--- config.mk ---
export PLATFORM = sky130hd
export DESIGN_NAME = ppm_frame_decoder
export DESIGN_NICKNAME = d
export VERILOG_FILES = /design/src/sv/pfd_pkg.sv /design/src/sv/ppm_frame_decoder.sv /design/src/sv/pfd_regs.sv /design/src/sv/pfd_engine.sv
export SDC_FILE = /design/constraint.sdc
export NUM_CORES = 1
export LEC_CHECK = 0
export ABC_AREA = 1
export BUFFER_PORTS_ARGS = -buffer_cell sky130_fd_sc_hd__buf_2
export CORE_MARGIN = 5
export CORE_UTILIZATION = 65
export DETAILED_ROUTE_END_ITERATION = 8
export PLACE_DENSITY_LB_ADDON = 0.08
export RECOVER_POWER = 25
export SLEW_MARGIN = 5
export SYNTH_ARGS = -nofsm -noshare
export SYNTH_HDL_FRONTEND = slang
export SYNTH_SLANG_ARGS = --single-unit
--- constraint.sdc ---
create_clock -name clock -period 11 [get_ports clock]
set_input_delay 1.65 -clock clock [delete_from_list [all_inputs] [get_ports clock]]
set_output_delay 1.65 -clock clock [all_outputs]
set_load 0.02 [all_outputs]
--- src/sv/pfd_pkg.sv ---
// ----------------------------------------------------------------------------
// pfd_pkg
// Shared types and constants for the PPM frame decoder: request and response
// payloads, configuration bundle, request kinds, link states and CSR indexes.
// ----------------------------------------------------------------------------
package pfd_pkg;

   // Storage and limits
   localparam int NUM_CHANNELS  = 8;
   localparam int MAX_OVERFLOWS = 10;
   localparam int CH_IDX_W      = $clog2(NUM_CHANNELS);

   localparam logic [3:0]  GOOD_MIN_CHANNELS = 4'd4;
   localparam logic [3:0]  COUNTER_MAX       = 4'd15;

   // Register reset values
   localparam logic [19:0] SYNC_RESET     = 20'd6000;
   localparam logic [19:0] CENTER_RESET   = 20'd3000;
   localparam logic [14:0] DEADBAND_RESET = 15'd10;
   localparam logic [3:0]  DEFCH_RESET    = 4'd8;

   // Request kinds
   localparam logic [1:0] KIND_CAPTURE  = 2'd0;
   localparam logic [1:0] KIND_OVERFLOW = 2'd1;
   localparam logic [1:0] KIND_READ     = 2'd2;
   localparam logic [1:0] KIND_UNUSED   = 2'd3;

   // Link states
   localparam logic [1:0] LINK_LOST = 2'd0;
   localparam logic [1:0] LINK_SYNC = 2'd1;
   localparam logic [1:0] LINK_GOOD = 2'd2;

   // CSR indexes
   localparam int CSR_IDX_W = 2;
   localparam int CSR_DATA_W = 20;
   localparam logic [CSR_IDX_W-1:0] CSR_SYNC_THRESHOLD = 2'd0;
   localparam logic [CSR_IDX_W-1:0] CSR_CENTER_VALUE   = 2'd1;
   localparam logic [CSR_IDX_W-1:0] CSR_DEADBAND       = 2'd2;
   localparam logic [CSR_IDX_W-1:0] CSR_DEFAULT_COUNT  = 2'd3;

   typedef struct packed {
      logic [1:0]  kind;
      logic [15:0] capture_time;
      logic [2:0]  channel_index;
      logic        keep_new_data;
      logic [1:0]  keep_link_state;
   } req_type;

   typedef struct packed {
      logic signed [15:0] channel_value;
      logic [1:0]         link_state;
      logic               new_frame;
      logic [3:0]         channel_count;
   } rsp_type;

   typedef struct packed {
      logic [19:0] sync_threshold;
      logic [19:0] center_value;
      logic [14:0] deadband;
   } cfg_type;

endpackage

--- src/sv/ppm_frame_decoder.sv ---
// ----------------------------------------------------------------------------
// ppm_frame_decoder
// A request passes the input register, then the result register, before its
// response is valid; throughput: one request per cycle while the response is
// not stalled, set by the state update in the engine. A stalled response
// holds the input register and stalls the request channel in the same cycle.
// Reset is synchronous: all state, the width store (loaded with the centre
// reset value) and the valid flags of the registers return at once.
// ----------------------------------------------------------------------------
module ppm_frame_decoder (
   input  logic                             clock,
   input  logic                             reset,
   input  logic                             req_valid,
   output logic                             req_stall,
   input  pfd_pkg::req_type                 req_data,
   output logic                             rsp_valid,
   input  logic                             rsp_stall,
   output pfd_pkg::rsp_type                 rsp_data,
   input  logic                             csr_valid,
   output logic                             csr_ready,
   input  logic [pfd_pkg::CSR_IDX_W-1:0]    csr_index,
   input  logic [pfd_pkg::CSR_DATA_W-1:0]   csr_wdata
);

   logic              req_valid_ff;
   pfd_pkg::req_type  req_data_ff;
   logic              rsp_valid_ff;
   pfd_pkg::rsp_type  rsp_data_ff;
   logic              out_open;
   logic              advance;
   pfd_pkg::cfg_type  cfg;
   pfd_pkg::rsp_type  result;

   // Handshake: advance when the result register is free or being drained
   assign out_open  = !rsp_valid_ff || !rsp_stall;
   assign advance   = req_valid_ff && out_open;
   assign req_stall = req_valid_ff && !out_open;
   assign rsp_valid = rsp_valid_ff;
   assign rsp_data  = rsp_data_ff;

   pfd_regs u_regs (
      .clock     (clock),
      .reset     (reset),
      .csr_valid (csr_valid),
      .csr_ready (csr_ready),
      .csr_index (csr_index),
      .csr_wdata (csr_wdata),
      .cfg       (cfg)
   );

   pfd_engine u_engine (
      .clock (clock),
      .reset (reset),
      .fire  (advance),
      .req   (req_data_ff),
      .cfg   (cfg),
      .rsp   (result)
   );

   // Input register
   always_ff @(posedge clock) begin
      if (reset) begin
         req_valid_ff <= 1'b0;
      end else if (!req_stall) begin
         req_valid_ff <= req_valid;
      end
   end

   always_ff @(posedge clock) begin
      if (!req_stall) begin
         req_data_ff <= req_data;
      end
   end

   // Result register
   always_ff @(posedge clock) begin
      if (reset) begin
         rsp_valid_ff <= 1'b0;
      end else if (out_open) begin
         rsp_valid_ff <= advance;
      end
   end

   always_ff @(posedge clock) begin
      if (advance) begin
         rsp_data_ff <= result;
      end
   end

endmodule

--- src/sv/pfd_regs.sv ---
// ----------------------------------------------------------------------------
// pfd_regs
// Configuration register file: takes CSR writes and presents the settings
// used by the decode engine.
// ----------------------------------------------------------------------------
module pfd_regs (
   input  logic                             clock,
   input  logic                             reset,
   input  logic                             csr_valid,
   output logic                             csr_ready,
   input  logic [pfd_pkg::CSR_IDX_W-1:0]    csr_index,
   input  logic [pfd_pkg::CSR_DATA_W-1:0]   csr_wdata,
   output pfd_pkg::cfg_type                 cfg
);

   pfd_pkg::cfg_type cfg_ff;
   pfd_pkg::cfg_type cfg_in;

   assign csr_ready = 1'b1;
   assign cfg       = cfg_ff;

   // Decode the write
   always_comb begin
      cfg_in = cfg_ff;
      if (csr_valid) begin
         unique case (csr_index)
            pfd_pkg::CSR_SYNC_THRESHOLD: cfg_in.sync_threshold = csr_wdata[19:0];
            pfd_pkg::CSR_CENTER_VALUE:   cfg_in.center_value   = csr_wdata[19:0];
            pfd_pkg::CSR_DEADBAND:       cfg_in.deadband       = csr_wdata[14:0];
            // default count only loads at reset, which restores its reset value
            pfd_pkg::CSR_DEFAULT_COUNT:  cfg_in = cfg_ff;
            default:                     cfg_in = cfg_ff;
         endcase
      end
   end

   always_ff @(posedge clock) begin
      if (reset) begin
         cfg_ff.sync_threshold <= pfd_pkg::SYNC_RESET;
         cfg_ff.center_value   <= pfd_pkg::CENTER_RESET;
         cfg_ff.deadband       <= pfd_pkg::DEADBAND_RESET;
      end else begin
         cfg_ff <= cfg_in;
      end
   end

endmodule

--- src/sv/pfd_engine.sv ---
// ----------------------------------------------------------------------------
// pfd_engine
// Decoder state and update: pulse length measurement, frame
// sync detection, width store, link tracking and centred channel reads.
// ----------------------------------------------------------------------------
module pfd_engine (
   input  logic              clock,
   input  logic              reset,
   input  logic              fire,
   input  pfd_pkg::req_type  req,
   input  pfd_pkg::cfg_type  cfg,
   output pfd_pkg::rsp_type  rsp
);

   logic [15:0] last_ff,    last_in;
   logic [3:0]  ovf_ff,     ovf_in;
   logic [3:0]  counter_ff, counter_in;
   logic [3:0]  frame_ff,   frame_in;
   logic [1:0]  link_ff,    link_in;
   logic        flag_ff,    flag_in;
   logic [19:0] widths_ff [pfd_pkg::NUM_CHANNELS];

   logic [3:0]                  ovf_adj;
   logic [15:0]                 delta;
   logic [19:0]                 pulse_len;
   logic [3:0]                  counter_next;
   logic                        width_we;
   logic [pfd_pkg::CH_IDX_W-1:0] width_waddr;
   logic [pfd_pkg::CH_IDX_W-1:0] read_idx;
   logic                        read_in_range;
   logic [19:0]                 read_width;
   logic [15:0]                 centred;
   logic signed [16:0]          centred_s;
   logic signed [16:0]          band_s;
   logic                        in_band;
   logic [15:0]                 value;

   // Pulse length: wrapped delta plus one timer period per overflow
   always_comb begin
      delta   = req.capture_time - last_ff;
      ovf_adj = ovf_ff;
      if (req.capture_time < last_ff && ovf_ff != 4'd0) begin
         ovf_adj = ovf_ff - 4'd1;
      end
      pulse_len    = {ovf_adj, delta};
      counter_next = (counter_ff < pfd_pkg::COUNTER_MAX) ? counter_ff + 4'd1 : counter_ff;
      width_waddr  = counter_ff[pfd_pkg::CH_IDX_W-1:0];
   end

   // Centred, deadbanded read
   always_comb begin
      read_idx      = pfd_pkg::CH_IDX_W'(req.channel_index);
      read_in_range = ({1'b0, req.channel_index} < 4'(pfd_pkg::NUM_CHANNELS));
      read_width    = widths_ff[read_idx];
      centred       = read_width[15:0] - cfg.center_value[15:0];
      centred_s     = $signed({centred[15], centred});
      band_s        = $signed({2'b00, cfg.deadband});
      in_band       = (centred_s < band_s) && (centred_s > -band_s);
      value         = 16'd0;
      if (link_ff != pfd_pkg::LINK_LOST && read_in_range && !in_band) begin
         value = centred;
      end
   end

   // Next state for each request kind
   always_comb begin
      last_in    = last_ff;
      ovf_in     = ovf_ff;
      counter_in = counter_ff;
      frame_in   = frame_ff;
      link_in    = link_ff;
      flag_in    = flag_ff;
      width_we   = 1'b0;
      rsp.channel_value = '0;
      unique case (req.kind)
         pfd_pkg::KIND_CAPTURE: begin
            ovf_in  = 4'd0;
            last_in = req.capture_time;
            if (pulse_len > cfg.sync_threshold) begin
               frame_in   = counter_ff;
               counter_in = 4'd0;
               if (link_ff == pfd_pkg::LINK_LOST) begin
                  link_in = pfd_pkg::LINK_SYNC;
               end
            end else begin
               width_we   = ({1'b0, counter_ff} < 5'(pfd_pkg::NUM_CHANNELS));
               counter_in = counter_next;
               if (counter_next >= pfd_pkg::GOOD_MIN_CHANNELS &&
                   link_ff != pfd_pkg::LINK_LOST) begin
                  link_in = pfd_pkg::LINK_GOOD;
                  if (counter_next == frame_ff) begin
                     flag_in = 1'b1;
                  end
               end
            end
         end
         pfd_pkg::KIND_OVERFLOW: begin
            if (ovf_ff >= 4'(pfd_pkg::MAX_OVERFLOWS)) begin
               ovf_in  = 4'(pfd_pkg::MAX_OVERFLOWS);
               link_in = pfd_pkg::LINK_LOST;
            end else begin
               ovf_in = ovf_ff + 4'd1;
            end
         end
         pfd_pkg::KIND_READ: begin
            rsp.channel_value = $signed(value);
            flag_in = flag_ff & req.keep_new_data;
            link_in = link_ff & req.keep_link_state;
         end
         pfd_pkg::KIND_UNUSED: begin
            link_in = link_ff;
         end
         default: begin
            link_in = link_ff;
         end
      endcase
      rsp.link_state    = link_in;
      rsp.new_frame     = flag_in;
      rsp.channel_count = frame_in;
   end

   // Control state
   always_ff @(posedge clock) begin
      if (reset) begin
         last_ff    <= '0;
         ovf_ff     <= '0;
         counter_ff <= '0;
         frame_ff   <= pfd_pkg::DEFCH_RESET;
         link_ff    <= pfd_pkg::LINK_LOST;
         flag_ff    <= 1'b0;
      end else if (fire) begin
         last_ff    <= last_in;
         ovf_ff     <= ovf_in;
         counter_ff <= counter_in;
         frame_ff   <= frame_in;
         link_ff    <= link_in;
         flag_ff    <= flag_in;
      end
   end

   // Width store, centred at reset
   always_ff @(posedge clock) begin
      if (reset) begin
         for (int i = 0; i < pfd_pkg::NUM_CHANNELS; i++) begin
            widths_ff[i] <= pfd_pkg::CENTER_RESET;
         end
      end else if (fire && width_we) begin
         widths_ff[width_waddr] <= pulse_len;
      end
   end

endmodule
Word-level counts from Yosys, hierarchy flattened
Memories as Yosys holds them, arrays and structs flattened. A register that Yosys moved wholly into a read port is not among the register bits. Index checks and enable logic that the tools add are counted.

Register bits after elaboration: 131. Bits in latches: 0. Memory bits (read-only): 0. Output and inout bits: 26. Bits in writable memories: 160. Word-level logic and storage cells: 95. Memories kept: 1. Input port bits: 51.

Memories: u_engine.widths_ff (depth 8, bits a word 20, rd ports 1, clocked after Yosys merged registers in 1, write ports 8, RTL line pfd_engine.sv:21) `logic [19:0] widths_ff [pfd_pkg::NUM_CHANNELS];`.

Magnitude comparators: 8. Divide/modulo/power cells: 0. Muxes and demuxes: 27. Equality and inequality tests: 6. $mul: 0. $add $sub $neg: 6. Shift-type cells: 0. Reductions and logical operators: 25. Bitwise logic cells: 2.

Operators with widths (count): $lt 16x16->1 (2); $sub 16x16->16 (2); $mux 4 (6); $gt 20x20->1 (1); $mux 20 (1); $reduce_or 20->1 (1); $gt 16x17->1 (1); $neg 15->17 (1); $reduce_and 2->1 (6); $mux 1 (11); $add 4x1->4 const B (2); $lt 4x4->1 const B (2); $mux 2 (4); $pmux 2 s4 (1); $pmux 4 s2 (1); $logic_and 1x1->1 (7); $eq 2x2->1 const B (3); $logic_not 2->1 (3); $mux 3 (2); $eq 2x1->1 const B (2); $eq 4x4->1 (1); $ge 4x3->1 const B (1); $ge 4x4->1 const B (1); $logic_not 1->1 (4); 7 further kinds (8).

Depth between registers and ports, before layout
Depth in word-level cells: 12. Depth in mapped cells: 31. Mapped depth without buffers: 29.

By module
A second synthesis with hierarchy kept.

Cells, all modules: 1713. Area, all modules: 14252.4 um2.

Modules (own cells, without submodules): pfd_engine (times used 1, area each 10513.8 um2, cells an instance 1328); pfd_regs (times used 1, area each 2243.4 um2, cells an instance 328); ppm_frame_decoder (times used 1, area each 1495.2 um2, cells an instance 57).

Worst setup path after synthesis
No wires, ideal clock.

Kind: flip-flop to flip-flop. Start: register req_data_ff[6] (netlist bit). End: memory u_engine.widths_ff[6][0] (enable). Setup time: 0.372 ns. Period minus slack after synthesis: 4.417 ns. Stages on the path, launching flop included: 28. Slack: 6.583 ns. Data required time: 10.628 ns. Arrival time: 4.046 ns. Cells stage by stage: edfxtp_1 > inv_1 > ha_1 > fa_1 > nand3b_1 > nand2_1 > a21oi_1 > o21ai_1 > a21oi_1 > o21bai_1 > nand2_1 > nand2_1 > nand2_1 > nand2_1 > xnor2_2 > inv_1 > ha_1 > nand4_1 > nor2_1 > a31oi_1 > nand4_1 > nand2_1 > nand2_1 > inv_2 > nand3_4 > nor2_4 > nand2_1 > nand2_1.

RTL lines: start, declared (RTL line ppm_frame_decoder.sv:26) `pfd_pkg::req_type req_data_ff;`; start signal, assigned (RTL line ppm_frame_decoder.sv:71) `req_data_ff <= req_data;`; end, declared (RTL line pfd_engine.sv:21).

==> metrics.txt <==
Final Hold Slack=0.446 ns; via count=11100; final setup vio count=0; layout cells sized above 1=10.2%; # port buffers=75; diode count=0; vias in the first global route=10300; Final HPWL DP=24800 µm; CTS tree=done; Hold Crit Class=reg -> reg; status=finished with violations; core area=21000 µm²; Worst Setup End Kind=register; largest net degree at the start of global routing=79; crit path DAT=6.16 ns; Startpoint Class=primary input; Final Cycle Share=54.4%; later-pin clock latency in the skew report=0.56 ns; Seq cells post-synth=262; Die X=156 µm; post-synth cell types=51; Top-Level Pins=77; grt ovf=0; Cells after Synth=1575; P&R area growth vs syn=10.4%; clock slew at reported path FFs=0.06 ns; Layout Nets=1769; Initial Util=66.0%; Final ANT Viol Nets=0; clock sinks=262; sequential share of power=43.4%; area taken by multi-input logic gates=5890 µm²; P_sw=742 µW; leakage=0.00631 µW; commonest cells after routing, fill and taps aside=nor2_1 (231), nand2_1 (200), inv_1 (192); Post-synth EDFFs=175; setup_tns=0 ns; WL final=34300 µm; synthesized area=13900 µm²; FMAX=167 MHz; FP Rows=53; clock root buffer=clkbuf_16; Post-CTS Setup Bufs=0; Setup WS pre-CTS=5.37 ns; Die Y-Extent=156 µm; initial antenna violation count=0; Slew Limit Fails=107; Fin. Hold Viols=0; sequential area share after synthesis=50.4%; DRC=0; Num CTS Buffers=28; r2r setup slk=5.16 ns; P_int=1790 µW; max-cap violations=2; clock power share=37.2%; final setup slack of the worst path=5.02 ns; synthesis warning total=0; post_cts resized=0; RSZ-0062 raised after global routing=no; Worst Path Required=11.18 ns; fraction of registers with async set/reset=0%; Bufs on Longest Clock Path=3; area post-placement=14400 µm²; leading cell type in the layout, fill and taps excluded=nor2_1; crit-path max FO=27; drt pass-1 iters=5; Sequential Area=7000 µm²; Logic pwr share=19.4%; Post-synth top flop=edfxtp_1; Iter 0 DRT Violations=1204; first-pass GRT wire length=54500 µm; Synthesized Nets=1711; Avg WL per Cell=17.8 µm; CTS H-Tree Depth=1; CTS hold repair buffers=0; Clock Skew=0.0253 ns; failing checks=capacitance limit, slew limit; Max VDD drop=0.156 mV; GPL Wtd Cong=0.933; Max-slew headroom=-108%; Final Cell Area=15300 µm²; Cell Pwr Density=165 nW/µm²; post-DR vias/cell=5.74; mean post-synth cell area=8.81 µm²; number of fill cells=1610; Final Non-Filler Cells=1930; GR Util All Layers=28.0%; Crit Path Class=in -> reg; net switching fraction of the power=29.3%; Worst-Margin Slew=3.12 ns; fin crit period=5.98 ns; DP Cell Count=1878; die area=24400 µm²
[flip-flops by register name (all words and copies together) (netlist names), 2 cells and up, named ones only]
signal               cells
u_engine.link_ff         2
u_engine.last_ff        16
u_regs.cfg              51
u_engine.frame_ff        4
u_engine.ovf_ff          4
u_engine.counter_ff      4
rsp_data                23
req_data_ff             24
u_engine.widths_ff     128
[layer usage]
metal,part of all wire (%),wire length [µm],global-route usage (%)
met1,43,14600,38.8
met2,48,16400,47.3
met3,8.0,2740,4.27
met4,1.5,522,5.95
met5,0,0,0
[per-stage QoR]
stage / util, % / total power [µW]
after floorplan: - / 1460
after global placement: 68.6 / 1590
after detailed placement: 68.6 / 1600
after CTS: 73.0 / 2540
after global routing: 72.9 / 2650
final: 72.9 / 2540
[worst max-delay path, stage by stage]
cell      delay [ns]
buf_2           0.09
nand2_1         0.09
inv_1           0.06
nor2_2          0.06
clkbuf_1        1.18
inv_1           0.59
nor2_1          0.49
nand2_1         0.15
inv_2           0.12
nand3_4         0.11
nor2_4          0.61
nand2_2         0.28
nand2_1         0.65
[final cells by class]
class / count / area share, %
sequential: 262 / 45.7
multi-input combinational: 1057 / 38.5
inverter: 201 / 4.92
clock buffer: 34 / 4.86
timing repair buffer: 83 / 2.64
tap: 275 / 2.25
clock inverter: 18 / 1.18
[synth_stat cells (all sizes together) (3+ instances only)]
library cell / count / area (µm²)
o211ai: 18 / 135
nand3b: 7 / 52.6
nand4: 12 / 81.3
o21bai: 4 / 30.0
o22ai: 16 / 100
nor3: 12 / 65.1
a31oi: 17 / 106
edfxtp: 175 / 5260
dfxtp: 87 / 1740
nand2: 218 / 878
xor2: 34 / 298
a21o: 3 / 22.5
a21oi: 109 / 553
xnor2: 6 / 78.8
nand3: 105 / 573
ha: 83 / 1040
inv: 199 / 747
clkbuf: 44 / 165
buf: 11 / 63.8
o21ai: 151 / 763
nor2: 247 / 977
[logic make-up (layout without fill, tap and decap cells)]
group,Yosys count,count (layout),synth area share (%)
XOR/XNOR,40,40,2.71
buffers and inverters,256,336,7.09
adder cells (fa/ha/maj),85,85,7.77
other,1,1,0.0270
flip-flops,262,262,50.4
AO/OA/AOI/OAI,325,325,12.8
AND/OR/NAND/NOR,606,606,19.2
[path summary, 6_finish.rpt]
check | start | endpoint | cells after the start
worst max register to register | req_data_ff[6] | u_engine.widths_ff[1][14] | 27
worst min-delay path | req_data_ff[5] | register | 2
worst max-delay path | rsp_stall | u_engine.widths_ff[1][14] | 13
worst min register to register | req_data_ff[5] | register | 2
[power by group through the flow]
stage	clock network (µW)	registers (µW)	logic (µW)
finish	944	1100	492
global route	997	1100	548
CTS	951	1100	488
detailed placement	0	1120	485
global placement	0	1120	473
floorplan	0	1120	343
(Power assumes the default switching activity.)
